<file path="src/nps_pkg.sv">
// Shared types and constants for the non-preemptive priority scheduler.
package nps_pkg;

    // Field widths of one input item and one result item.
    localparam int ARR_W  = 16;
    localparam int BUR_W  = 16;
    localparam int PRI_W  = 8;
    localparam int TIME_W = 23;
    localparam int TOT_W  = 29;
    localparam int PID_W  = 7;

    // Controller states.
    typedef enum logic [2:0] {
        S_LOAD,
        S_SCAN,
        S_SCAN_WAIT,
        S_DECIDE,
        S_OUT,
        S_OUT_WAIT
    } t_state;

    // Commands from the controller to the datapath.
    typedef struct packed {
        logic load;       // store the accepted item
        logic run_init;   // clear the run totals
        logic scan_init;  // clear the best-candidate and earliest-pending trackers
        logic scan_rd;    // read a process entry for selection
        logic commit;     // run the selected process to completion
        logic jump;       // advance the clock to the earliest pending arrival
        logic out_rd;     // read an entry for result output
        logic out_last;   // this output read is the final one of the run
        logic finish;     // return counters and done flags to their reset values
    } t_cmd;

    // Status from the datapath to the controller.
    typedef struct packed {
        logic found;      // an arrived, unfinished process was seen in the last scan
        logic pending;    // an unfinished process was seen in the last scan
    } t_status;

endpackage

</file>
<file path="src/nps_ctrl.sv">
// Controller state machine for the non-preemptive priority scheduler.
module nps_ctrl #(
    parameter int MAX_PROCS = 64,
    parameter int IDX_W     = 6,
    parameter int CNT_W     = 7
) (
    input  logic                 i_clk,
    input  logic                 i_rst_n,
    input  logic                 start,
    input  logic                 i_last_process,
    input  logic [CNT_W-1:0]     i_count,
    input  nps_pkg::t_status     i_status,
    output nps_pkg::t_cmd        o_cmd,
    output logic [IDX_W-1:0]     o_addr,
    output logic                 busy
);
    import nps_pkg::*;

    t_state           r_state, n_state;
    logic [IDX_W-1:0] r_idx, n_idx;
    logic             accept;
    logic             idx_last;
    logic [CNT_W-1:0] cnt_last;

    assign accept   = start && (r_state == S_LOAD);
    assign cnt_last = i_count - CNT_W'(1);
    assign idx_last = (CNT_W'(r_idx) == cnt_last);
    assign busy     = (r_state != S_LOAD);
    assign o_addr   = r_idx;

    // State and index registers.
    always_ff @(posedge i_clk) begin
        if (!i_rst_n) begin
            r_state <= S_LOAD;
            r_idx   <= '0;
        end else begin
            r_state <= n_state;
            r_idx   <= n_idx;
        end
    end

    // Next state and next index.
    always_comb begin
        n_state = r_state;
        n_idx   = r_idx;
        unique case (r_state)
            S_LOAD: begin
                if (accept && i_last_process) begin
                    n_state = S_SCAN;
                    n_idx   = '0;
                end
            end
            S_SCAN: begin
                if (idx_last) begin
                    n_state = S_SCAN_WAIT;
                end else begin
                    n_idx = r_idx + IDX_W'(1);
                end
            end
            S_SCAN_WAIT: begin
                n_state = S_DECIDE;
            end
            S_DECIDE: begin
                n_idx = '0;
                if (i_status.found || i_status.pending) begin
                    n_state = S_SCAN;
                end else begin
                    n_state = S_OUT;
                end
            end
            S_OUT: begin
                if (idx_last) begin
                    n_state = S_OUT_WAIT;
                end else begin
                    n_idx = r_idx + IDX_W'(1);
                end
            end
            S_OUT_WAIT: begin
                n_state = S_LOAD;
                n_idx   = '0;
            end
            default: begin
                n_state = S_LOAD;
                n_idx   = '0;
            end
        endcase
    end

    // Commands to the datapath.
    always_comb begin
        o_cmd = '0;
        unique case (r_state)
            S_LOAD: begin
                o_cmd.load = accept;
                if (accept && i_last_process) begin
                    o_cmd.run_init  = 1'b1;
                    o_cmd.scan_init = 1'b1;
                end
            end
            S_SCAN: begin
                o_cmd.scan_rd = 1'b1;
            end
            S_SCAN_WAIT: begin
                o_cmd = '0;
            end
            S_DECIDE: begin
                o_cmd.scan_init = 1'b1;
                o_cmd.commit    = i_status.found;
                o_cmd.jump      = !i_status.found && i_status.pending;
            end
            S_OUT: begin
                o_cmd.out_rd   = 1'b1;
                o_cmd.out_last = idx_last;
            end
            S_OUT_WAIT: begin
                o_cmd.finish = 1'b1;
            end
            default: begin
                o_cmd = '0;
            end
        endcase
    end

endmodule

</file>
<file path="config.mk">
export PLATFORM = sky130hd
export DESIGN_NAME = nps_ctrl
export DESIGN_NICKNAME = d
export VERILOG_FILES = /design/src/nps_pkg.sv /design/src/nps_ctrl.sv
export SDC_FILE = /design/constraint.sdc
export NUM_CORES = 1
export LEC_CHECK = 0
export ABC_CLOCK_PERIOD_IN_PS = 1950
export BUFFER_PORTS_ARGS = -buffer_cell sky130_fd_sc_hd__buf_4
export CAP_MARGIN = 20
export CORE_MARGIN = 1
export CORE_UTILIZATION = 44
export CTS_CLUSTER_DIAMETER = 60
export CTS_CLUSTER_SIZE = 14
export DETAILED_ROUTE_END_ITERATION = 8
export PLACE_DENSITY = 0.84
export SYNTH_ARGS = -nofsm -noshare
export SYNTH_HDL_FRONTEND = slang
export SYNTH_SLANG_ARGS = --single-unit
</file>
<file path="constraint.sdc">
create_clock -name i_clk -period 1.95 [get_ports i_clk]
set_input_delay 0.0975 -clock i_clk [delete_from_list [all_inputs] [get_ports i_clk]]
set_output_delay 0.0975 -clock i_clk [all_outputs]
set_load 0.01 [all_outputs]
</file>
* Word level (Yosys, flattened, before mapping)
Cells that the tools add are included.
W data, S select, Z words.
** Word-level totals
- Flip-flop bits (word level) :: 9
- Input port bits :: 13
- Output and inout bits :: 16
- Word-level logic and storage cells :: 40
** Cells by class
- Add/sub/neg operators :: 2
- Eq/ne operators :: 10
- Mux-type cells :: 15
- Bitwise operators :: 1
- Reduce and logical (&&, ||, !) cells :: 10
** Operators by type and width (count)
- $pmux W6 S3 :: 1
- $pmux W3 S5 :: 1
- $mux W3 :: 4
- $mux W6 :: 2
- $mux W2 :: 4
- $eq A6 B7 Y1 :: 1
- $sub A7 B1 Y7 const B :: 1
- $add A6 B1 Y6 const B :: 1
- $eq A3 B2 Y1 const B :: 2
- $eq A3 B3 Y1 const B :: 2
- $ne A2 B2 Y1 const B :: 3
- $reduce_and A3 Y1 :: 2
- $eq A3 B1 Y1 const B :: 1
- $logic_and A1 B1 Y1 :: 3
- $logic_not A3 Y1 :: 1
- $reduce_bool A3 Y1 :: 1
- $mux W1 :: 2
- $ne A2 B1 Y1 const B :: 1
- $pmux W1 S2 :: 1
- $reduce_or A2 Y1 :: 1
- $logic_not A1 Y1 :: 1
- $logic_or A1 B1 Y1 :: 1
- $not A1 Y1 :: 1

* Longest topological paths before layout
Gate-level depths: netlist (run 1).
- Depth in word-level cells :: 5
- Gate-level depth with buffers :: 10

* Least setup slack after synthesis (run 1)
Ideal clock, no wire load.
- Path kind :: reg-to-reg
- Start :: reg r_idx[5], in the netlist o_addr[5]
- End :: reg r_idx[0], in the netlist o_addr[0]
- Setup time :: 121 ps
- Arrival :: 1787 ps
- Data required time :: 1829 ps
- Setup slack :: 42 ps
- Cell stages (with the launch flop) :: 8
- Cells stage by stage :: dfxtp_1 -> or3b_1 -> o22ai_2 -> a221oi_2 -> a2111oi_4 -> buf_6 -> nor2_2 -> mux2_2
** Between the ends
- Word-level cells in the longest chain between the ends :: 3
** Ends and longest elaborated chain
- start, declared :: RTL line nps_ctrl.sv:20 : logic [IDX_W-1:0] r_idx, n_idx;
- start signal, assigned :: RTL line nps_ctrl.sv:38 : r_idx <= n_idx;
- $eq A6 B7 Y1 :: RTL line nps_ctrl.sv:27 : assign idx_last = (CNT_W'(r_idx) == cnt_last);
- $ne A2 B2 Y1 (no line)
- $reduce_and A3 Y1 (no line)
No other way between the ends.
A chain may end at the register's enable or synchronous reset.

==> run metrics, run 1 <==
hold path startpoint i_rst_n; LEAKAGE around 0.55 nW; Max IR drop VDD 0.4221 mV; vias in the first global route 846; H-tree depth reported by CTS 1; Clock Tree Buf Depth 2; DP HPWL 1.635 mm; FF-to-FF Start o_addr[3]; Crit. path cell count 6; TritonCTS clock tree yes; setup violators final 0; Req. time, crit path ~1.9 ns; global-route wire length before repair 3.519 mm; num rows 15; Post-Route WL between 2 and 2.5 mm; Antenna diodes 0; DRC 0; Initial Utilization between 40% and 50%; DR pass1 iterations 4; clock sink count 9; Largest stage delay, worst path 0.38 ns; critical path, cell by cell xor2_1 -> xnor2_1 -> o2111ai_2 -> a2111oi_4 -> and2_1 -> buf_4; reg2reg path depth 7; detailed-route vias per instance 5.639; Syn Nets 122; sequential area share after synthesis 21.56%; Rel. slew slack around 50%; I/O pin cnt 29; final period utilization 98.15%; Synth area leaders dfxtp_1, xor2_1, nor3_1; Vias 953; setup slack after layout 0.03612 ns; Avg Inst Size Synth 7.811 sq um; FMAX 0.5225 GHz; Async SR Flop Fraction 0%; Die Y-Extent 45.59 um; WL/cell 13.62 um; Antenna Nets Post-Route 0; CTS Buf Count 3; floorplan die width 45.59 um; root buffer cell clkbuf_4; Max-Cap Viols 0; worst hold path class in2reg; Reg2Reg Capture Point o_addr[0]; All-Layer GR Usage a little under a quarter; Crit Path Class reg2out; Hold Path End r_state[0]; slowest CP cell a2111oi_4; crit start category register; outcome complete, no violations; cell count after synthesis roughly 110; arrival time of the worst setup path about 1.8 ns; Synth top cells by count dfxtp_1, nand2_1, nor3_1; pin count of the biggest net entering global routing 13; Cell Area, Synth between 800 and 900 sq um; Min Clock Period, post-route around 1.9 ns; Hold Path Stages 3; Synth top area share 21.56%; clock slew at reported path FFs 0.07 ns; largest area contributor in the netlist dfxtp_1; Layout Area Growth over Synthesis 44.01%; Clock Latency Late Sink 0.27 ns; filler instances 137; CP Capture Type primary output; family with the most delay on the worst path compound AO/OA/AOI/OAI gates; PD cells 384.1 nW/um^2; crit path buf inv count 1; CTS Hold Bufs 0; Die ar. slightly above 2000 sq um; pre-CTS setup slack -0.1117 ns; fin nets 160; setup TNS 0 ns; FF+latch count, synth 9; Synth Flop Type dfxtp_1; yosys warns 0; worst-margin pin slew approximately 0.74 ns; final hold vios 0; total gr overflow 0; GPL Wtd Cong 0.8299; R2R Setup Slk 0.09 ns; number of flops mapped to enable cells by yosys 0; IO buf count 28; Final Slew Violations 0; Detailed Route Iter0 Violations 18; share of layout cells above drive strength 1 40.28%; count of cell types in the netlist 41; Core Area 1745 sq um; initial antenna violation count 0; Worst Skew 0.005122 ns; CP max FO 2
[logic make-up after synthesis]
family | synth area share, %
and+or+nand+nor | 36.98
AOI/OAI and AO/OA | 21.41
buffers and inverters | 6.138
DFF | 21.56
xor gates and xnor gates | 8.384
muxes | 2.545
adders and majority gates | 2.994
[what timing repair did]
action | CTS | global route
setup endpoints to repair | 1 | 6
gates cloned | 0 | 0
resized for setup | 2 | 12
setup buffers | 1 | 0
pin swaps | 0 | 7
[worst reg2reg max path, cell delays in order, from the launching register on]
cell	delay, ns
dfxtp_2	0.33
xor2_1	0.15
xnor2_1	0.23
o2111ai_2	0.17
a2111oi_4	0.38
buf_6	0.20
nor2_2	0.05
mux2_2	0.25
[sequential cells by signal (all words and copies together), names as in the netlist]
name,count
r_state,3
o_addr,6
[worst max path at each step]
| stage | start | endpoint |
|---|---|---|
| after floorplan | o_addr[5] | o_addr[0] |
| after global placement | i_count[0] | o_addr[3] |
| after detailed placement | i_count[0] | o_addr[3] |
| after CTS | o_addr[5] | o_cmd[1] |
| after global routing | o_addr[3] | o_cmd[1] |
| final | o_addr[3] | o_cmd[1] |
[routing by layer]
layer  GRT usage [%]  wire, um  up-vias
met2           38.86      1197       31
met1           28.50       965      454
met4           9.091        29        0
li1                -         -      464
met3           4.762       109        4
met5               0         0        -
[where the power goes]
part           internal, W  switching, W
combinational    0.0000592     0.0000636
clock            0.0000792     0.0000714
sequential        0.000186    0.00000281
[through the flow]
step                      total power, W  hold slack, ns  utilization (%)  std cells  area (sq um)
after floorplan                0.0002512          0.2453                -        107         835.8
after global placement         0.0003022          0.3909            64.59        165          1127
after detailed placement       0.0003060          0.3980            64.59        165          1127
after CTS                      0.0004574          0.1139            66.81        170          1166
after global routing           0.0004822          0.1212            68.96        169          1204
final                          0.0004624          0.1256            68.96        169          1204
[area by class of cell]
type	count	area, sq um	area share (%)
Inverter	5	18.77	1.559
Sequential cell	9	183.9	15.28
Multi-Input combinational cell	87	646.9	53.74
Tap cell	25	31.28	2.599
Clock buffer	4	26.28	2.183
Timing Repair Buffer	39	296.5	24.64
[placed cells by master, fill, tap and decap left out, drive strengths merged, types with 2 or more instances in the layout]
master	synthesis	layout
nor3b	3	3
nor2b	4	4
nand3	6	6
or4b	2	2
ha	2	2
inv	5	5
nand2	9	9
and2	3	3
nand3b	3	3
clkbuf	3	4
o211ai	3	3
xnor2	3	3
buf	3	39
o21ai	4	4
nor3	9	9
xor2	5	5
a21oi	4	4
a31oi	2	2
dfxtp	9	9
nor2	8	8
No activity file was read; power rests on OpenSTA's default activity.
==> run 2, diff against run 1 <==
--- a/config.mk
+++ b/config.mk
@@ -13,7 +13,8 @@
 export CTS_CLUSTER_DIAMETER = 60
 export CTS_CLUSTER_SIZE = 14
 export DETAILED_ROUTE_END_ITERATION = 8
-export PLACE_DENSITY = 0.84
+export PLACE_DENSITY = 0.74
+export SETUP_SLACK_MARGIN = 0.15
 export SYNTH_ARGS = -nofsm -noshare
 export SYNTH_HDL_FRONTEND = slang
 export SYNTH_SLANG_ARGS = --single-unit
==> run metrics, run 2 (synthesized netlist as in run 1, its figures left out) <==
outcome complete, no violations (unchanged); Vias 942 (was 953); worst-margin pin slew 0.5549 ns (was 0.7423 ns); PD cells 368.9 nW/um^2 (was 384.1 nW/um^2); LEAKAGE 0.5561 nW (was 0.5464 nW); arrival time of the worst setup path 2.11 ns (was 1.82 ns); WL/cell 12.85 um (was 13.62 um); dpl cell area 1109 sq um (was 1127 sq um); crit start category register (unchanged); detailed-route vias per instance 5.477 (was 5.639); critical path, cell by cell or3b_1 -> o22ai_2 -> a221oi_2 -> a2111oi_4 -> buf_6 -> buf_6 -> or4b_1 -> a31oi_1 (was xor2_1 -> xnor2_1 -> o2111ai_2 -> a2111oi_4 -> and2_1 -> buf_4); DR pass1 iterations 4 (unchanged); clock slew at reported path FFs 0.06 ns (was 0.07 ns); Initial Utilization 47.89% (unchanged); slowest CP cell or4b_1 (was a2111oi_4); Antenna Nets Post-Route 0 (unchanged); Final Cell Area 1249 sq um (was 1204 sq um); share of layout cells above drive strength 1 41.50% (was 40.28%); Largest stage delay, worst path 0.45 ns (was 0.38 ns); Detailed Route Iter0 Violations 14 (was 18); fin nets 163 (was 160); Largest register FFs 6 (unchanged); Antenna diodes 0 (unchanged); Clock Tree Buf Depth 2 (unchanged); CTS Hold Bufs 0 (unchanged); Clock Latency Late Sink 0.26 ns (was 0.27 ns); TritonCTS clock tree yes (unchanged); Layout Area Growth over Synthesis 49.40% (was 44.01%); setup TNS 0 ns (unchanged); pin count of the biggest net entering global routing 13 (unchanged); DRC 0 (unchanged); Worst Skew 0.002402 ns (was 0.005122 ns); Max-Cap Viols 0 (unchanged); H-tree depth reported by CTS 1 (unchanged); vias in the first global route 863 (was 846); I/O pin cnt 29 (unchanged); Max IR drop VDD 0.3944 mV (was 0.4221 mV); All-Layer GR Usage 22.70% (was 23.11%); GPL Wtd Cong 0.7617 (was 0.8299); unrepaired setup endpoints after global routing yes; Crit Path Class reg2reg (was reg2out); num rows 15 (unchanged); setup violators final 0 (unchanged); final period utilization 98.55% (was 98.15%); CP Capture Type register (was primary output); CP max FO 5 (was 2); global-route wire length before repair 3.463 mm (was 3.519 mm); DP HPWL 1.650 mm (was 1.635 mm); Final Slew Violations 0 (unchanged); most used cell along the critical path buf_6; initial antenna violation count 0 (unchanged); Min Clock Period, post-route 1.922 ns (was 1.914 ns); commonest non-fill, non-tap cell in the layout buf_4 (unchanged); final hold vios 0 (unchanged); most frequent cells in the layout buf_4, nand2_1, nor3_1, nor2_1, nand3_1 (was buf_4, nand2_1, nor3_1, nor2_1); FMAX 0.5203 GHz (was 0.5225 GHz); CTS Buf Count 3 (unchanged); worst hold path class in2reg (unchanged); post-layout util 71.54% (was 68.96%); floorplan die width 45.59 um (unchanged); total gr overflow 0 (unchanged); Core Area 1745 sq um (unchanged); root buffer cell clkbuf_4 (unchanged); clock sink count 9 (unchanged); Die Y-Extent 45.59 um (unchanged); Req. time, crit path 2.14 ns (was 1.85 ns); Die ar. 2078 sq um (unchanged); Post-Route WL 2.211 mm (was 2.302 mm); Rel. slew slack 62.72% (was 50.06%); IO buf count 28 (unchanged)
-- run 2: timing repair --
action / 4_1_cts / 5_1_grt
cloned: 0 / 1
buffers inserted: 4 / 1
setup endpoints to repair: 5 / 10
resized for setup: 8 / 6
pin swaps: 3 / 6
-- run 2: through the flow --
step                total power [W]  std cells  hold WS (ns)  worst slack [ns]
finish                    0.0004606        172        0.1308           0.02818
global route              0.0004895        172        0.1220           -0.1038
CTS                       0.0004626        170        0.1243           0.03236
detailed placement        0.0003095        162        0.4064           -0.1465
global placement          0.0003058        162        0.3952          -0.07235
floorplan                 0.0002513        107        0.2453            0.1584
-- run 2: final timing paths --
check	startpoint	end	slack, ns	depth (start not counted)
max	o_addr[5]	o_addr[3]	0.03	8
min	i_rst_n	r_state[0]	0.13	3
max reg2reg	o_addr[5]	o_addr[3]	0.03	8
min reg2reg	o_addr[2]	o_addr[2]	0.57	2
-- run 2: final cells by class --
| cell class | instances | area [sq um] |
|---|---|---|
| clock buffers | 4 | 26.28 |
| well taps | 25 | 31.28 |
| inverters | 5 | 18.77 |
| repair buffers | 42 | 332.8 |
| flip-flops and latches | 9 | 187.7 |
| multi-input cells | 87 | 651.9 |
| fillers | 152 | 496.7 |
-- run 2: report_power, final --
part	switching [W]	internal (W)
clock network	0.0000656	0.0000789
registers	0.00000193	0.000185
logic	0.0000653	0.0000640
-- run 2: critical path, delay by kind of cell, from the launching register on --
family	cells	cell delay (ns)
AO/OA/AOI/OAI	4	0.60
AND/OR/NAND/NOR	2	0.63
buffers and inverters	2	0.26
flip-flops	1	0.36
-- run 2: layer usage --
layer  global-route usage, %  vias to the layer above  wire, um
met4                   4.848                        0        19
met1                   25.12                      440       869
met2                   42.29                       29      1211
li1                        -                      469         -
met3                   6.349                        4       110
met5                       0                        -         0
